<file path="config.mk">
export PLATFORM = sky130hd
export DESIGN_NAME = tftp_request_parser
export DESIGN_NICKNAME = d
export VERILOG_FILES = /design/src/rtl/core/trp_pkg.sv /design/src/rtl/core/trp_in_reg.sv /design/src/rtl/core/trp_parse_core.sv /design/src/rtl/core/tftp_request_parser.sv
export SDC_FILE = /design/constraint.sdc
export NUM_CORES = 1
export LEC_CHECK = 0
export BUFFER_PORTS_ARGS = -buffer_cell sky130_fd_sc_hd__buf_2
export CORE_MARGIN = 3
export CORE_UTILIZATION = 35
export CTS_CLUSTER_DIAMETER = 150
export DETAILED_ROUTE_END_ITERATION = 10
export HOLD_SLACK_MARGIN = 0.08
export SLEW_MARGIN = 25
export SYNTH_ARGS = -nofsm -noshare
export SYNTH_HDL_FRONTEND = slang
export SYNTH_SLANG_ARGS = --single-unit
export TNS_END_PERCENT = 30
</file>
<file path="constraint.sdc">
create_clock -name clk -period 2.46 [get_ports clk]
set_clock_uncertainty 0.15 [all_clocks]
set_input_delay 0.369 -clock clk [delete_from_list [all_inputs] [get_ports clk]]
set_output_delay 0.369 -clock clk [all_outputs]
set_load 0.005 [all_outputs]
</file>
<file path="src/rtl/core/trp_pkg.sv">
// Shared types, constants and mode tables of the TFTP request parser.
// No dependencies; imported by trp_in_reg, trp_parse_core and the top level.
package trp_pkg;

    // Default size limits, handed to the top-level parameters
    localparam int TRP_NAME_MAX = 256;
    localparam int TRP_MODE_MAX = 16;

    // Fixed protocol limits
    localparam logic [3:0]  TRP_MIN_PAYLOAD = 4'd10;
    localparam logic [15:0] TRP_OPCODE_LIMIT = 16'd6;

    // Mode result codes
    localparam logic [1:0] TRP_MODE_NETASCII = 2'd0;
    localparam logic [1:0] TRP_MODE_OCTET    = 2'd1;
    localparam logic [1:0] TRP_MODE_MAIL     = 2'd2;

    // Known transfer mode strings, padded with NUL
    localparam logic [7:0] TRP_MODE_TEXT [3][8] = '{
        '{8'h6e, 8'h65, 8'h74, 8'h61, 8'h73, 8'h63, 8'h69, 8'h69},
        '{8'h6f, 8'h63, 8'h74, 8'h65, 8'h74, 8'h00, 8'h00, 8'h00},
        '{8'h6d, 8'h61, 8'h69, 8'h6c, 8'h00, 8'h00, 8'h00, 8'h00}
    };
    localparam logic [4:0] TRP_MODE_LEN [3] = '{5'd8, 5'd5, 5'd4};

    // One input word
    typedef struct packed {
        logic [7:0] data_byte;
        logic       last_byte;
    } trp_word_t;

    // One result word
    typedef struct packed {
        logic [7:0]  name_char;
        logic        name_char_valid;
        logic        done_res;
        logic        accepted;
        logic [15:0] opcode;
        logic [1:0]  mode;
        logic [7:0]  name_length;
    } trp_result_t;

    // Candidates whose character at position pos equals c
    function automatic logic [2:0] trp_char_hits(input logic [4:0] pos, input logic [7:0] c);
        logic [2:0] hits;
        hits = '0;
        for (int k = 0; k < 3; k++) begin
            hits[k] = (pos < TRP_MODE_LEN[k]) && (TRP_MODE_TEXT[k][pos[2:0]] == c);
        end
        return hits;
    endfunction

    // Candidates whose length equals pos characters
    function automatic logic [2:0] trp_len_hits(input logic [4:0] pos);
        logic [2:0] hits;
        hits = '0;
        for (int k = 0; k < 3; k++) begin
            hits[k] = (pos == TRP_MODE_LEN[k]);
        end
        return hits;
    endfunction

endpackage

</file>
<file path="src/rtl/core/trp_in_reg.sv">
// Input register of the TFTP request parser: holds one accepted word.
// Depends on trp_pkg for the word type.
module trp_in_reg (
    input  logic              clk,
    input  logic              rst_n,
    input  logic              s_tvalid,
    output logic              s_tready,
    input  logic [7:0]        s_tdata,
    input  logic              s_tlast,
    output logic              word_valid,
    output trp_pkg::trp_word_t word,
    input  logic              take
);
    import trp_pkg::*;

    logic      valid_reg;
    logic      valid_next;
    trp_word_t word_reg;

    // Accept whenever the held word is empty or moves on this cycle
    assign s_tready   = !valid_reg || take;
    assign valid_next = s_tvalid ? 1'b1 : (take ? 1'b0 : valid_reg);

    // Hold valid flag
    always_ff @(posedge clk or negedge rst_n)
    begin
        if (!rst_n)
        begin
            valid_reg <= 1'b0;
        end
        else if (s_tready)
        begin
            valid_reg <= valid_next;
        end
    end

    // Capture the payload word
    always_ff @(posedge clk)
    begin
        if (s_tvalid && s_tready)
        begin
            word_reg.data_byte <= s_tdata;
            word_reg.last_byte <= s_tlast;
        end
    end

    assign word_valid = valid_reg;
    assign word       = word_reg;

endmodule

</file>
<file path="src/rtl/core/trp_parse_core.sv">
// Parse state and result register of the TFTP request parser.
// Depends on trp_pkg for types, limits and the mode tables.
module trp_parse_core #(
    parameter int NAME_MAX = trp_pkg::TRP_NAME_MAX,
    parameter int MODE_MAX = trp_pkg::TRP_MODE_MAX
) (
    input  logic                clk,
    input  logic                rst_n,
    input  logic                word_valid,
    input  trp_pkg::trp_word_t  word,
    output logic                take,
    output logic                res_valid,
    output trp_pkg::trp_result_t res,
    input  logic                res_ready
);
    import trp_pkg::*;

    localparam int NCW = $clog2(NAME_MAX + 1);
    localparam int MPW = $clog2(MODE_MAX + 1);

    // Phase codes
    localparam logic [2:0] PH_OPHI = 3'd0;
    localparam logic [2:0] PH_OPLO = 3'd1;
    localparam logic [2:0] PH_NAME = 3'd2;
    localparam logic [2:0] PH_MODE = 3'd3;
    localparam logic [2:0] PH_TAIL = 3'd4;
    localparam logic [2:0] PH_DROP = 3'd5;

    logic [2:0]     phase_reg, phase_next;
    logic [15:0]    opcode_reg, opcode_next;
    logic [3:0]     byte_count_reg, byte_count_next;
    logic [NCW-1:0] name_count_reg, name_count_next;
    logic [MPW-1:0] mode_pos_reg, mode_pos_next;
    logic [2:0]     mode_match_reg, mode_match_next;
    logic           reject_reg, reject_next;
    logic           res_valid_reg;
    trp_result_t    res_reg, res_next;
    logic           ok;

    // Advance when the result register is free or drains this cycle
    assign take = word_valid && (!res_valid_reg || res_ready);

    // Per-byte parse step
    always_comb
    begin
        phase_next      = phase_reg;
        opcode_next     = opcode_reg;
        name_count_next = name_count_reg;
        mode_pos_next   = mode_pos_reg;
        mode_match_next = mode_match_reg;
        reject_next     = reject_reg;
        res_next        = '0;
        ok              = 1'b0;

        byte_count_next = (byte_count_reg < TRP_MIN_PAYLOAD) ? byte_count_reg + 4'd1
                                                             : byte_count_reg;

        case (phase_reg)
            PH_OPHI:
            begin
                opcode_next = {word.data_byte, 8'h00};
                phase_next  = PH_OPLO;
            end
            PH_OPLO:
            begin
                opcode_next = {opcode_reg[15:8], word.data_byte};
                if (opcode_next >= TRP_OPCODE_LIMIT)
                begin
                    reject_next = 1'b1;
                    phase_next  = PH_DROP;
                end
                else
                begin
                    phase_next = PH_NAME;
                end
            end
            PH_NAME:
            begin
                if (word.data_byte == 8'h00)
                begin
                    phase_next      = PH_MODE;
                    mode_pos_next   = '0;
                    mode_match_next = 3'b111;
                end
                else
                begin
                    res_next.name_char       = word.data_byte;
                    res_next.name_char_valid = 1'b1;
                    name_count_next          = name_count_reg + NCW'(1);
                    if (name_count_next >= NCW'(NAME_MAX))
                    begin
                        reject_next = 1'b1;
                        phase_next  = PH_DROP;
                    end
                end
            end
            PH_MODE:
            begin
                if (word.data_byte == 8'h00)
                begin
                    mode_match_next = mode_match_reg & trp_len_hits(5'(mode_pos_reg));
                    if (mode_match_next == 3'b000)
                    begin
                        reject_next = 1'b1;
                        phase_next  = PH_DROP;
                    end
                    else
                    begin
                        phase_next = PH_TAIL;
                    end
                end
                else
                begin
                    mode_match_next = mode_match_reg &
                                      trp_char_hits(5'(mode_pos_reg), word.data_byte);
                    mode_pos_next   = mode_pos_reg + MPW'(1);
                    if (mode_pos_next >= MPW'(MODE_MAX))
                    begin
                        reject_next = 1'b1;
                        phase_next  = PH_DROP;
                    end
                end
            end
            PH_TAIL:
            begin
                phase_next = PH_TAIL;
            end
            default:
            begin
                phase_next = PH_DROP;
            end
        endcase

        // Verdict on the final byte, then back to the start state
        if (word.last_byte)
        begin
            ok = !reject_next && (phase_next == PH_TAIL) &&
                 (byte_count_next >= TRP_MIN_PAYLOAD);
            res_next.done_res = 1'b1;
            res_next.accepted = ok;
            res_next.opcode   = opcode_next;
            if (ok)
            begin
                res_next.mode = mode_match_next[0] ? TRP_MODE_NETASCII :
                                (mode_match_next[1] ? TRP_MODE_OCTET : TRP_MODE_MAIL);
            end
            res_next.name_length = (name_count_next > NCW'(255)) ? 8'hff
                                                                 : 8'(name_count_next);
            phase_next      = PH_OPHI;
            opcode_next     = '0;
            byte_count_next = '0;
            name_count_next = '0;
            mode_pos_next   = '0;
            mode_match_next = 3'b111;
            reject_next     = 1'b0;
        end
    end

    // Parse state
    always_ff @(posedge clk or negedge rst_n)
    begin
        if (!rst_n)
        begin
            phase_reg      <= PH_OPHI;
            opcode_reg     <= '0;
            byte_count_reg <= '0;
            name_count_reg <= '0;
            mode_pos_reg   <= '0;
            mode_match_reg <= 3'b111;
            reject_reg     <= 1'b0;
        end
        else if (take)
        begin
            phase_reg      <= phase_next;
            opcode_reg     <= opcode_next;
            byte_count_reg <= byte_count_next;
            name_count_reg <= name_count_next;
            mode_pos_reg   <= mode_pos_next;
            mode_match_reg <= mode_match_next;
            reject_reg     <= reject_next;
        end
    end

    // Result valid: set on advance, drop once taken
    always_ff @(posedge clk or negedge rst_n)
    begin
        if (!rst_n)
        begin
            res_valid_reg <= 1'b0;
        end
        else if (take)
        begin
            res_valid_reg <= 1'b1;
        end
        else if (res_ready)
        begin
            res_valid_reg <= 1'b0;
        end
    end

    // Result payload
    always_ff @(posedge clk)
    begin
        if (take)
        begin
            res_reg <= res_next;
        end
    end

    assign res_valid = res_valid_reg;
    assign res       = res_reg;

endmodule

</file>
<file path="src/rtl/core/tftp_request_parser.sv">
// TFTP read/write request parser, top level.
//
// Usage:
//   Slave stream: one UDP payload byte per word in s_tdata, s_tlast on the
//   final byte of the payload. Master stream: exactly one result word per
//   input word. m_tuser flags an echoed filename character in m_tdata[7:0];
//   m_tlast marks the verdict word (accepted, opcode, mode, name length),
//   which comes with the final payload byte. Verdict fields read zero on
//   other words, as does the character field when m_tuser is low.
//   An accepted byte passes the input register, then the parse step into the
//   result register, from which its result word is sent.
//   Throughput: one byte per cycle while m_tready is high, set by the parse
//   step that updates the phase, counters and mode candidates of the request.
//   After the verdict word the parser is back at the start of a request.
//   Reset clears the parse state and both valid flags; the block is ready
//   at once. When the receiver stalls, the result word holds, the input
//   register fills, and s_tready falls one word later.
// Depends on trp_pkg, trp_in_reg and trp_parse_core.
module tftp_request_parser #(
    parameter int NAME_MAX = trp_pkg::TRP_NAME_MAX,
    parameter int MODE_MAX = trp_pkg::TRP_MODE_MAX
) (
    input  logic        clk,
    input  logic        rst_n,
    input  logic        s_tvalid,
    output logic        s_tready,
    input  logic [7:0]  s_tdata,   // data_byte[7:0]
    input  logic        s_tlast,   // last_byte
    output logic        m_tvalid,
    input  logic        m_tready,
    output logic [39:0] m_tdata,   // name_char[7:0], accepted[8], opcode[24:9],
                                   // mode[26:25], name_length[34:27], zero[39:35]
    output logic        m_tuser,   // name_char_valid
    output logic        m_tlast    // done_res
);
    import trp_pkg::*;

    logic        word_valid;
    trp_word_t   word;
    logic        take;
    trp_result_t res;

    trp_in_reg u_in_reg (
        .clk        (clk),
        .rst_n      (rst_n),
        .s_tvalid   (s_tvalid),
        .s_tready   (s_tready),
        .s_tdata    (s_tdata),
        .s_tlast    (s_tlast),
        .word_valid (word_valid),
        .word       (word),
        .take       (take)
    );

    trp_parse_core #(
        .NAME_MAX (NAME_MAX),
        .MODE_MAX (MODE_MAX)
    ) u_core (
        .clk        (clk),
        .rst_n      (rst_n),
        .word_valid (word_valid),
        .word       (word),
        .take       (take),
        .res_valid  (m_tvalid),
        .res        (res),
        .res_ready  (m_tready)
    );

    // Pack the result word
    assign m_tdata = {5'b00000, res.name_length, res.mode, res.opcode,
                      res.accepted, res.name_char};
    assign m_tuser = res.name_char_valid;
    assign m_tlast = res.done_res;

endmodule

</file>
======== After elaboration in Yosys (flattened, before gate mapping) ========
Memories as Yosys holds them, arrays and structs flattened.
Cells that the tools add are included.
Widths: inputs -> output; s select.
word-level totals
  bits of input ports ..................... 13
  register bits ........................... 89
  memories kept ........................... 3
  output and inout port bits .............. 44
  memory bits (writable) .................. 0
  memory bits (read-only) ................. 192
  logic and storage cells ................. 124
  latch bits .............................. 0
memories
  memory           words  bits a word  read ports  clocked after memory_dff  write ports  line           text
  (no name shown)  8      8            1           0                         0            trp_pkg.sv:48  hits[k] = (pos < TRP_MODE_LEN[k]) && (TRP_MODE_TEXT[k][pos[2:0]] == c);
  (no name shown)  8      8            1           0                         0            trp_pkg.sv:48
  (no name shown)  8      8            1           0                         0            trp_pkg.sv:48
cells by class
  bitwise gates (word level) .............. 6
  multipliers ............................. 0
  reductions and logical operators ........ 23
  order comparisons ....................... 10
  div/mod/pow operators ................... 0
  add/sub/neg operators ................... 3
  mux-type cells .......................... 47
  shifts and indexed selects .............. 0
  equality and inequality tests ........... 13
operators by type and width
  kind                 number
  $mux 8               7
  $pmux 16 s2          1
  $mux 28              1
  $mux 3               9
  $mux 9               3
  $eq 8x8->1           3
  $ge 16x3->1 const B  1
  $mux 16              1
  $mux 5               3
  $pmux 3 s5           1
  $mux 1               13
  $eq 5x3->1 const B   2
  $lt 5x3->1 const B   2
  $pmux 5 s2           1
  $add 9x1->9 const B  1
  $ge 9x9->1 const B   1
  $gt 9x8->1 const B   1
  $ge 4x4->1 const B   2
  $logic_not 8->1      1
  $mux 4               2
  $logic_and 1x1->1    7
  $and 3x3->3          2
  $eq 3x2->1 const B   2
  $eq 3x3->1 const B   2
  other kinds (24)     33

======== Longest topological paths before layout ========
Gate-level depths: netlist of the first run.
  depth in word-level cells ............... 13
  depth in mapped cells ................... 9
  depth with buffers taken out ............ 9

======== Cells and area by module ========
From an unflattened synthesis of the first run, not the netlist that was laid out.
unflattened totals
  cell total of the unflattened synthesis .. 451
  area total of the unflattened synthesis .. 4682.0 um^2
by module, submodules not included
  module               instances  area each (um^2)  sequential area each (um^2)  cells each
  trp_parse_core       1          4316.6            2165.8                       432
  trp_in_reg           1          324.1             295.3                        13
  tftp_request_parser  1          41.3              0.0                          6

======== Least setup slack after synthesis of the first run ========
Ideal clock, no wire load.
  kind .................................... register to register
  start point ............................. register u_core.res_valid_reg (netlist: u_core.res_valid)
  end point ............................... register u_core.name_count_reg[4]
  stages on the path, launching flop included .. 8
  library setup time ...................... 0.128 ns
  path slack .............................. -0.186 ns
  arrival time ............................ 2.368 ns
  required time ........................... 2.182 ns
  path buffers ............................ 1
  clock period less this slack ............ 2.646 ns
  cell sequence ........................... dfrtp_1 -> nand2b_1 -> nand2_1 -> inv_1 -> buf_1 -> o21ai_0 -> nand2_1 -> o21ai_0
between the ends
  word-level cells in the longest chain between the ends .. 3
RTL lines
  what                    line                       text
  from (decl)             trp_parse_core.sv:36       logic res_valid_reg;
  from (signal assigned)  trp_parse_core.sv:189      res_valid_reg <= 1'b0;
  from (signal assigned)  trp_parse_core.sv:193      res_valid_reg <= 1'b1;
  from (signal assigned)  trp_parse_core.sv:197      res_valid_reg <= 1'b0;
  $logic_not 1->1         trp_parse_core.sv:41       assign take = word_valid && (!res_valid_reg || res_ready);
  $logic_or 1x1->1        trp_parse_core.sv:41
  $logic_and 1x1->1       trp_parse_core.sv:41
  net take                tftp_request_parser.sv:40  logic take;
  to (signal assigned)    trp_parse_core.sv:177      name_count_reg <= name_count_next;
  to (decl)               trp_parse_core.sv:32       logic [NCW-1:0] name_count_reg, name_count_next;
The timed path passes the listed nets, and every way through them passes these cells.
A chain may end at the register's enable or synchronous reset.

======== Final worst setup path of the first run ========
  start point ............................. register u_core.mode_pos_reg[1]
  end point ............................... register u_core.res_reg, in the netlist u_core.res[9], data pin
between the ends
  word-level cells in the longest chain between the ends .. 11
  elaborated cells between the ends (all ways) .. 38
  classes of those cells .................. add/sub: 1; order compare: 3; eq/ne: 6; mux: 15; bitwise: 4; reduce/logical: 7; memory: 2
RTL lines
  what                                                  line                   text
  from (decl)                                           trp_parse_core.sv:33   logic [MPW-1:0] mode_pos_reg, mode_pos_next;
  from (signal assigned)                                trp_parse_core.sv:178  mode_pos_reg <= mode_pos_next;
  branches (longest 11 deep; another with $add 5x1->5)  n/a
  to (signal assigned)                                  trp_parse_core.sv:206  res_reg <= res_next;
  to (decl)                                             trp_parse_core.sv:37   trp_result_t res_reg, res_next;
Several ways; the timed one is not identified. The select of a mux whose other input is x is not followed.

==> qor.csv, run 1 <==
stage;metric;value;unit
sta;fmax;0.3991;GHz
sta;Slew @ Worst Pin;500.0;ps
sta;final setup violation count;2;
synthesis;FFs w/ async S/R, synth;48.31;%
synthesis;Yosys top cell by area;edfxtp_1;
die;Initial Util;35.99;%
die;die area;14490;um2
power;VDD IR max;0.0003531;V
die;die height;120.4;um
synthesis;main area contributors after synthesis;edfxtp_1, dfrtp_1, nand2_1, o21ai_0, a21oi_1;
cells_and_area;final instance count without filler cells;706;
synthesis;Seq/Total Area, Yosys;53.76;%
sta;crit share post-route;101.8;%
routing;Initial DRC Count;221;
routing;vias per inst;5.239;
cts;Worst-path clk slew;70;ps
synthesis;flop and latch count out of synthesis;89;
cts;CTS root buf;clkbuf_16;
worst_setup_path;Worst EP arrival;2450;ps
placement;Placed Cells;677;
die;FP Rows;41;
worst_setup_path;r2r setup slk;-50;ps
routing;DR vias;3699;
sta;final setup margin;-45.51;ps
global_route;initial antenna violation count;0;
cells_and_area;Nets;551;
status;failing checks;negative setup slack;
synthesis;post-synthesis cell type count;56;
cts;CTS tree;yes;
die;core area;12720;um2
synthesis;Cells after Synth;443;
cells_and_area;Ant. Diodes;0;
global_route;total gr overflow;0;
cts;Max clock buf depth;2;
synthesis;ys flop type;edfxtp_1;
placement;I/O Buffers;51;
sta;Rel. slew slack;66.67;%
sta;Min Clock Period, post-route;2506;ps
status;status;finished with violations;
placement;worst slack, placed;129.6;ps
cts;Inserted Clock Buffers;9;
run;maxcap violations;0;
synthesis;top-area cell type share of the netlist area;30.17;%
global_route;largest net degree at the start of global routing;25;
global_route;Total Routing Usage GR;16.47;%
cts;H-tree Lvls;3;
synthesis;synth warn;0;
power;Power Total;4.195;mW
sta;final hold vios;0;
cells_and_area;P&R area growth vs syn;24.27;%
placement;Final GP Congestion;0.8899;
cts;Num Clock Sinks;89;
synthesis;post-synthesis average cell area;10.33;um2
power;Power per Cell Area;737.3;nW/um2
cells_and_area;Largest register FFs;37;
synthesis;synthesized area;4578;um2
worst_setup_path;critical path class;register to register;
worst_hold_path;min-delay worst type;input pin to register;
power;Leak Pwr;2.322;nW
worst_setup_path;required time of the critical path;2400;ps
routing;drt first pass iters;5;
routing;Antenna Nets Post-Route;0;
cells_and_area;final core occ;44.72;%
synthesis;Post-synth EDFFs;46;
routing;Avg WL per Cell;15.92;um
cells_and_area;layout cells sized above 1;23.41;%
global_route;first-pass GRT wire length;18910;um
sta;Slew Viols, Final;0;
worst_setup_path;worst-path maximum fanout;5;
die;Chip Width;120.4;um
routing;# DRC;0;
cts;clock latency at the later pin of the worst-skew pair;340;ps
die;Ports;57;
global_route;vias in the first global route;3601;
placement;DP Wirelength;7990;um
routing;WL final;11240;um
worst_setup_path;Critical Path Source Type;register;
cells_and_area;FILL cells;1210;
worst_setup_path;Worst setup EP type;register;
## path summary, 6_finish.rpt
kind	startpoint	end	cells past startpoint
worst min-delay path	m_tready	u_core.res_valid$_DFFE_PN0P_	3
min in group asynchronous	rst_n	u_core.name_count_reg[5]$_DFFE_PN0P_	2
worst max register to register	u_core.mode_pos_reg[1]$_DFFE_PN0P_	u_core.res[9]$_SDFFCE_PP0P_	8
worst min register to register	u_in_reg.word_valid$_DFFE_PN0P_	u_core.res_valid$_DFFE_PN0P_	1
worst max-delay path	u_core.mode_pos_reg[1]$_DFFE_PN0P_	u_core.res[9]$_SDFFCE_PP0P_	8
max in group asynchronous	rst_n	u_core.mode_match_reg[2]$_DFFE_PN1P_	3
## stage by stage
| stage | hold WS, ps | TNS (ps) | cell area [um2] |
|---|---|---|---|
| after floorplan | -76.59 | 0 | 4601 |
| after global placement | 211.4 | 0 | 5209 |
| after detailed placement | 212.1 | 0 | 5209 |
| after CTS | 149.3 | 0 | 5663 |
| after global routing | 177.0 | -322.0 | 5689 |
| final | 160.8 | -78.02 | 5689 |
## logic make-up after synthesis
logic type                 Yosys count  synth area share (%)
and+or+nand+nor                    152                 17.00
AOI/OAI and AO/OA                  129                 17.96
DFF                                 89                 53.76
buffers and inverters               40                 4.236
xor gates and xnor gates            20                 3.826
adders and majority gates            9                 2.460
muxes                                3                0.6832
other                                1               0.08191
## critical path: stages (launching register included)
cell	delay, ps
dfrtp_1	410
inv_1	80
ha_1	190
mux2i_1	170
xnor2_1	70
or4_1	450
nor4_1	410
nor2_1	130
and3_1	200
## area by class of cell
cell class,count,area (um2),area share [%]
multi-input combinational,318,1949,34.26
inverter,7,26.28,0.4618
tap,172,215.2,3.783
clock inverter,6,93.84,1.649
clock buffer,10,250.2,4.399
timing repair buffer,104,693.2,12.18
sequential,89,2461,43.26
## report_power, final
part | switching, mW | internal [mW]
logic | 0.423 | 0.297
registers | 0.139 | 1.77
clock network | 0.605 | 0.965
## timing repair
item                                    CTS  global route
hold endpoints to repair                 27             0
endpoints found under the setup margin    0             2
setup buffers                             0             2
hold buffers                             11             0
gates resized for setup                   0             2
## per-layer routing
metal	wire length, um	GRT usage, %	vias up
li1	-	-	1775
met1	5046	22.26	1793
met2	5351	26.65	120
met3	671	3.461	11
met4	174	5.099	0
met5	0	0	-
## Yosys cell counts, types with 9 or more instances
cell      instances
xor2_1            9
edfxtp_1         46
and2_1           14
a21oi_1          31
dfrtp_1          40
nand3_1           9
clkbuf_1         16
nand2_1          53
ha_1              9
a22oi_1          15
o21ai_0          37
nor2_1           33
xnor2_1          11
## layout by cell type, fill, tap and decap left out, drive strengths merged, types with 7 or more instances in the layout
master,count
buf,93
nand2,53
edfxtp,46
dfrtp,40
o21ai,37
nor2,34
a21oi,33
a22oi,15
and2,14
xnor2,11
dlygate4sd3,11
clkbuf,10
inv,10
nand3,9
xor2,9
ha,9
nand2b,8
nor4,8
a21boi,7
Power figures use the tool's default switching activity.
==> run 2, diff against run 1 <==
==> constraint.sdc (replaced) <==
create_clock -name clk -period 2.5 [get_ports clk]
set_clock_uncertainty 0.15 [all_clocks]
set_input_delay 0.375 -clock clk [delete_from_list [all_inputs] [get_ports clk]]
set_output_delay 0.375 -clock clk [all_outputs]
set_load 0.005 [all_outputs]
==> qor.csv, run 2 (same netlist as run 1, synthesis figures left out) <==
stage;metric;value;unit;change
status;status;finished, final reports clean;;was finished with violations
cells_and_area;final instance count without filler cells;701;;was 706
worst_setup_path;Critical Path Source Type;register;;unchanged
placement;worst slack, placed;127.1;ps;was 129.6 ps
sta;final hold vios;0;;unchanged
run;maxcap violations;0;;unchanged
power;Power per Cell Area;688.0;nW/um2;was 737.3 nW/um2
die;FP Rows;41;;unchanged
cts;CTS tree;yes;;unchanged
cts;clock latency at the later pin of the worst-skew pair;350;ps;was 340 ps
sta;Slew Viols, Final;0;;unchanged
die;Ports;57;;unchanged
cts;CTS root buf;clkbuf_16;;unchanged
worst_setup_path;Worst setup EP type;register;;unchanged
global_route;initial antenna violation count;0;;unchanged
cells_and_area;Ant. Diodes;0;;unchanged
global_route;total gr overflow;0;;unchanged
cells_and_area;final instance area;5600;um2;was 5689 um2
sta;Setup TNS;0;ps;was -78.02 ps
cts;Worst-path clk slew;60;ps;was 70 ps
cts;Num Clock Sinks;89;;unchanged
worst_setup_path;r2r setup slk;110;ps;was -50 ps
global_route;vias in the first global route;3645;;was 3601
global_route;Total Routing Usage GR;16.31;%;was 16.47%
cells_and_area;layout cells sized above 1;23.06;%;was 23.41%
placement;I/O Buffers;51;;unchanged
sta;Slew @ Worst Pin;507.3;ps;was 500.0 ps
power;Leak Pwr;2.265;nW;was 2.322 nW
cells_and_area;Reg area;2461;um2;unchanged
routing;WL final;11300;um;was 11240 um
placement;DP Wirelength;7888;um;was 7990 um
worst_hold_path;min-delay worst type;input pin to register;;unchanged
placement;DP Area;5164;um2;was 5209 um2
power;Power Total;3.853;mW;was 4.195 mW
cells_and_area;most frequent cells in the layout;nand2_1, buf_2, edfxtp_1;;unchanged
die;Chip Width;120.4;um;unchanged
die;Initial Util;35.99;%;unchanged
power;VDD IR max;0.0003350;V;was 0.0003531 V
cts;Inserted Clock Buffers;9;;unchanged
global_route;largest net degree at the start of global routing;44;;was 25
routing;# DRC;0;;unchanged
sta;Min Clock Period, post-route;2388;ps;was 2506 ps
cts;Max clock buf depth;2;;unchanged
sta;fmax;0.4188;GHz;was 0.3991 GHz
cells_and_area;commonest non-fill, non-tap cell in the layout;nand2_1;;unchanged
routing;vias per inst;5.237;;was 5.239
routing;DR vias;3671;;was 3699
worst_setup_path;Worst EP arrival;2340;ps;was 2450 ps
routing;Initial DRC Count;274;;was 221
worst_setup_path;critical path class;register to register;;unchanged
placement;Final GP Congestion;0.9443;;was 0.8899
worst_hold_path;hold path cells;3;;unchanged
cells_and_area;final core occ;44.02;%;was 44.72%
cells_and_area;FILL cells;1261;;was 1210
cells_and_area;Largest register FFs;37;;unchanged
sta;final setup violation count;0;;was 2
placement;Placed Cells;671;;was 677
worst_setup_path;worst-path maximum fanout;5;;unchanged
die;die height;120.4;um;unchanged
routing;Avg WL per Cell;16.11;um;was 15.92 um
sta;crit share post-route;95.52;%;was 101.8%
routing;drt first pass iters;4;;was 5
cells_and_area;P&R area growth vs syn;22.33;%;was 24.27%
cells_and_area;area occupied by multi-input gates;1968;um2;was 1949 um2
die;die area;14490;um2;unchanged
cells_and_area;Nets;546;;was 551
global_route;first-pass GRT wire length;18520;um;was 18910 um
cts;H-tree Lvls;3;;unchanged
worst_setup_path;R2R depth;8;;unchanged
sta;Fin Hold WS;147.5;ps;was 160.8 ps
routing;Antenna Nets Post-Route;0;;unchanged
sta;final setup margin;112.1;ps;was -45.51 ps
sta;Rel. slew slack;66.06;%;was 66.67%
die;core area;12720;um2;unchanged
worst_setup_path;required time of the critical path;2450;ps;was 2400 ps
==> run 2: worst max-delay path, stage by stage (launching register included) <==
cell     delay (ps)
dfrtp_1         420
inv_1            80
ha_1            200
mux2i_1         170
xnor2_1          70
or4_1           460
nor4_2          300
nor2_1          110
and3_1          190
==> run 2: worst paths after layout <==
| kind | to | from |
|---|---|---|
| max | u_core.res[9]$_SDFFCE_PP0P_ | u_core.mode_pos_reg[1]$_DFFE_PN0P_ |
| min | u_core.res_valid$_DFFE_PN0P_ | m_tready |
| max reg2reg | u_core.res[9]$_SDFFCE_PP0P_ | u_core.mode_pos_reg[1]$_DFFE_PN0P_ |
| min reg2reg | u_core.res_valid$_DFFE_PN0P_ | u_in_reg.word_valid$_DFFE_PN0P_ |
| max in group asynchronous | u_core.mode_match_reg[0]$_DFFE_PN1P_ | rst_n |
| min in group asynchronous | u_core.name_count_reg[7]$_DFFE_PN0P_ | rst_n |
==> run 2: where the power goes <==
part | total, mW | internal (mW) | switching, mW
Combinational | 0.699 | 0.288 | 0.411
Sequential | 1.88 | 1.74 | 0.141
Clock | 1.27 | 0.703 | 0.572
==> run 2: repair_timing <==
item | CTS | global route
gates resized for setup | 0 | 6
setup endpoints to repair | 0 | 2
hold endpoints to repair | 50 | 0
buffers inserted | 0 | 3
hold buffers | 11 | 0
==> run 2: cell type report <==
type                    instances  area share (%)
repair buffers                 99           11.71
well taps                     172           3.843
multi-input cells             318           35.14
flip-flops and latches         89           43.95
clock inverters                 4          0.4915
clock buffers                  12           4.401
inverters                       7          0.4692
==> run 2: routing by layer <==
metal / track usage (%) / part of all wire (%)
met3: 3.882 / 6.3
met4: 6.728 / 2.6
met5: 0 / 0
met1: 21.07 / 44
met2: 26.37 / 47
==> run 3, diff against run 2 <==
--- a/config.mk
+++ b/config.mk
@@ -14,5 +14,6 @@
 export SLEW_MARGIN = 25
 export SYNTH_ARGS = -nofsm -noshare
 export SYNTH_HDL_FRONTEND = slang
+export SYNTH_HIERARCHICAL = 1
 export SYNTH_SLANG_ARGS = --single-unit
 export TNS_END_PERCENT = 30
==> qor.csv, run 3 <==
stage;metric;value;unit;change
worst_setup_path;reg2reg start;u_core/mode_pos_reg[1]$_DFFE_PN0P_;;was u_core.mode_pos_reg[1]$_DFFE_PN0P_
cells_and_area;most frequent cells in the layout;buf_2, nand2_1, edfxtp_1;;was nand2_1, buf_2, edfxtp_1
cells_and_area;Ant. Diodes;0;;unchanged
cts;H-tree Lvls;3;;unchanged
die;Ports;57;;unchanged
synthesis;Cells after Synth;451;;was 443
worst_hold_path;hold path cells;3;;unchanged
sta;Min Clock Period, post-route;2383;ps;was 2388 ps
power;VDD IR max;0.0003486;V;was 0.0003350 V
global_route;total gr overflow;0;;unchanged
synthesis;synth warn;6;;was 0
worst_setup_path;required time of the critical path;2440;ps;was 2450 ps
die;Initial Util;36.51;%;was 35.99%
global_route;largest net degree at the start of global routing;59;;was 44
routing;vias per inst;5.244;;was 5.237
power;Power per Cell Area;769.4;nW/um2;was 688.0 nW/um2
cts;CTS tree;yes;;unchanged
worst_hold_path;Hold Path End;u_core/res_valid$_DFFE_PN0P_;;was u_core.res_valid$_DFFE_PN0P_
synthesis;Commonest cells post-synth;nand2_1, edfxtp_1, dfrtp_1;;unchanged
die;core area;12820;um2;was 12720 um2
routing;drt first pass iters;4;;unchanged
synthesis;flop and latch count out of synthesis;89;;unchanged
placement;Final GP Congestion;0.9007;;was 0.9443
cells_and_area;P&R area growth vs syn;21.43;%;was 22.33%
synthesis;top-area cell type share of the netlist area;29.50;%;was 30.17%
synthesis;post-synthesis cell type count;71;;was 56
placement;DP Wirelength;7622;um;was 7888 um
sta;Slew Viols, Final;0;;unchanged
cts;Num Clock Sinks;89;;unchanged
routing;Initial DRC Count;301;;was 274
cts;Inserted Clock Buffers;9;;unchanged
global_route;vias in the first global route;3375;;was 3645
synthesis;post-synthesis average cell area;10.38;um2;was 10.33 um2
routing;WL final;11190;um;was 11300 um
global_route;initial antenna violation count;0;;unchanged
placement;I/O Buffers;51;;unchanged
routing;Avg WL per Cell;15.96;um;was 16.11 um
sta;crit share post-route;95.31;%;was 95.52%
synthesis;main area contributors after synthesis;edfxtp_1, dfrtp_1, nand2_1, o21ai_0, a21oi_1;;unchanged
placement;worst slack, placed;121.9;ps;was 127.1 ps
sta;Rel. slew slack;60.79;%;was 66.06%
worst_setup_path;R2R depth;8;;unchanged
synthesis;Post-synth EDFFs;46;;unchanged
power;Leak Pwr;2.299;nW;was 2.265 nW
cells_and_area;Nets;546;;unchanged
worst_setup_path;worst-path maximum fanout;3;;was 5
sta;final setup violation count;0;;unchanged
sta;fmax;0.4197;GHz;was 0.4188 GHz
routing;DR vias;3676;;was 3671
status;status;finished, final reports clean;;unchanged
synthesis;FFs w/ async S/R, synth;48.31;%;unchanged
cts;Max clock buf depth;2;;unchanged
routing;Antenna Nets Post-Route;0;;unchanged
worst_setup_path;critical path class;register to register;;unchanged
sta;Setup TNS;0;ps;unchanged
worst_setup_path;Crit Reg-Reg Endpoint;u_core/res[8]$_SDFFCE_PP0P_;;was u_core.res[9]$_SDFFCE_PP0P_
cells_and_area;commonest non-fill, non-tap cell in the layout;buf_2;;was nand2_1
synthesis;Seq/Total Area, Yosys;52.57;%;was 53.76%
worst_hold_path;min-delay worst type;input pin to register;;unchanged
global_route;first-pass GRT wire length;17630;um;was 18520 um
die;FP Rows;41;;unchanged
synthesis;most common cell in the netlist;nand2_1;;unchanged
synthesis;Yosys top cell by area;edfxtp_1;;unchanged
cts;clock latency at the later pin of the worst-skew pair;340;ps;was 350 ps
global_route;Total Routing Usage GR;15.29;%;was 16.31%
die;die height;121.7;um;was 120.4 um
sta;Slew @ Worst Pin;584.2;ps;was 507.3 ps
die;Chip Width;121.7;um;was 120.4 um
worst_setup_path;Worst EP arrival;2330;ps;was 2340 ps
die;die area;14800;um2;was 14490 um2
synthesis;ys flop type;edfxtp_1;;unchanged
cts;Worst-path clk slew;60;ps;about the same
routing;# DRC;0;;unchanged
cells_and_area;Largest register FFs;37;;unchanged
run;maxcap violations;0;;unchanged
worst_setup_path;Worst setup EP type;register;;unchanged
cells_and_area;layout cells sized above 1;23.25;%;was 23.06%
cts;CTS root buf;clkbuf_16;;unchanged
sta;RSZ-0062 raised after global routing;no;;
worst_hold_path;HP Start;m_tready;;unchanged
synthesis;synthesized area;4682;um2;was 4578 um2
sta;final hold vios;0;;unchanged
worst_setup_path;r2r setup slk;120;ps;was 110 ps
sta;final setup margin;117.3;ps;was 112.1 ps
worst_setup_path;Critical Path Source Type;register;;unchanged
-- run 3: cell types whose count changed after synthesis, sizes merged, moves of 4 or more --
cell    before  now
xnor2       11    7
a22o         4    9
clkbuf      16   24
and2        14   10
a21boi       7    0
inv          7   11
o211ai       0    4
buf         17   12
-- run 3: worst max path at each step --
stage | startpoint | to | slack [ps] | cells past startpoint
after floorplan | u_core/mode_pos_reg[0]$_DFFE_PN0P_ | u_core/res[8]$_SDFFCE_PP0P_ | -340 | 10
after global placement | u_in_reg/word[4]$_DFFE_PP_ | u_core/res[1]$_SDFFCE_PN0P_ | 140 | 5
after detailed placement | u_core/mode_pos_reg[1]$_DFFE_PN0P_ | u_core/res[8]$_SDFFCE_PP0P_ | 120 | 8
after CTS | u_core/mode_pos_reg[1]$_DFFE_PN0P_ | u_core/res[8]$_SDFFCE_PP0P_ | 110 | 8
after global routing | u_core/mode_pos_reg[1]$_DFFE_PN0P_ | u_core/res[8]$_SDFFCE_PP0P_ | 10 | 9
final | u_core/mode_pos_reg[1]$_DFFE_PN0P_ | u_core/res[8]$_SDFFCE_PP0P_ | 120 | 8
-- run 3: metal layers --
layer	wire [um]	share of wire, %	up-vias	track usage, %
met5	0	0	-	0
met4	232	2.1	0	5.462
met3	482	4.3	13	3.064
met2	5399	48	103	24.49
met1	5071	45	1765	20.71
li1	-	-	1795	-
-- run 3: what timing repair did --
| item | in CTS | in global routing |
|---|---|---|
| hold endpoints to repair | 31 | 0 |
| gates resized for setup | 0 | 1 |
| setup buffers | 0 | 0 |
| endpoints found under the setup margin | 0 | 4 |
| hold buffers | 11 | 0 |
-- run 3: area by class of cell --
type                    instances  area (um2)
fillers                      1230        7139
flip-flops and latches         89        2461
multi-input cells             319        2037
repair buffers                 94       643.1
clock buffers                  11       232.7
well taps                     172       215.2
clock inverters                 5       55.05
inverters                      11       41.29
-- run 3: per-stage QoR --
stage | utilization [%] | area (um2) | power, mW | std cells | hold WS, ps
after floorplan | - | 4698 | 2.667 | 455 | -70.59
after global placement | 41.17 | 5280 | 3.046 | 674 | 251.2
after detailed placement | 41.17 | 5280 | 3.075 | 674 | 252.3
after CTS | 44.27 | 5678 | 4.409 | 701 | 190.8
after global routing | 44.33 | 5685 | 4.625 | 701 | 195.9
final | 44.33 | 5685 | 4.375 | 701 | 200.7
-- run 3: cells by family after synthesis --
| kind of cell | Yosys count | share of synthesized area [%] |
|---|---|---|
| flops | 89 | 52.57 |
| simple gates | 149 | 16.86 |
| fa+ha+maj | 9 | 2.405 |
| xor+xnor | 15 | 2.806 |
| buf+inv | 47 | 4.409 |
| compound gates | 137 | 19.75 |
| other cells | 1 | 0.08009 |
| mux | 4 | 1.122 |
-- run 3: worst max-delay path: stages, from the launching register on --
cell	delay (ps)
dfrtp_1	340
inv_1	70
ha_1	190
or2_2	270
mux4_2	460
nor4_1	200
o221a_2	260
nor4_2	50
and2_1	160
-- run 3: report_power, final --
part           switching [mW]  internal (mW)  total [mW]
Clock                   0.545          0.773        1.32
Sequential              0.124           1.78        1.91
Combinational           0.680          0.468        1.15
Total                    1.35           3.03        4.37
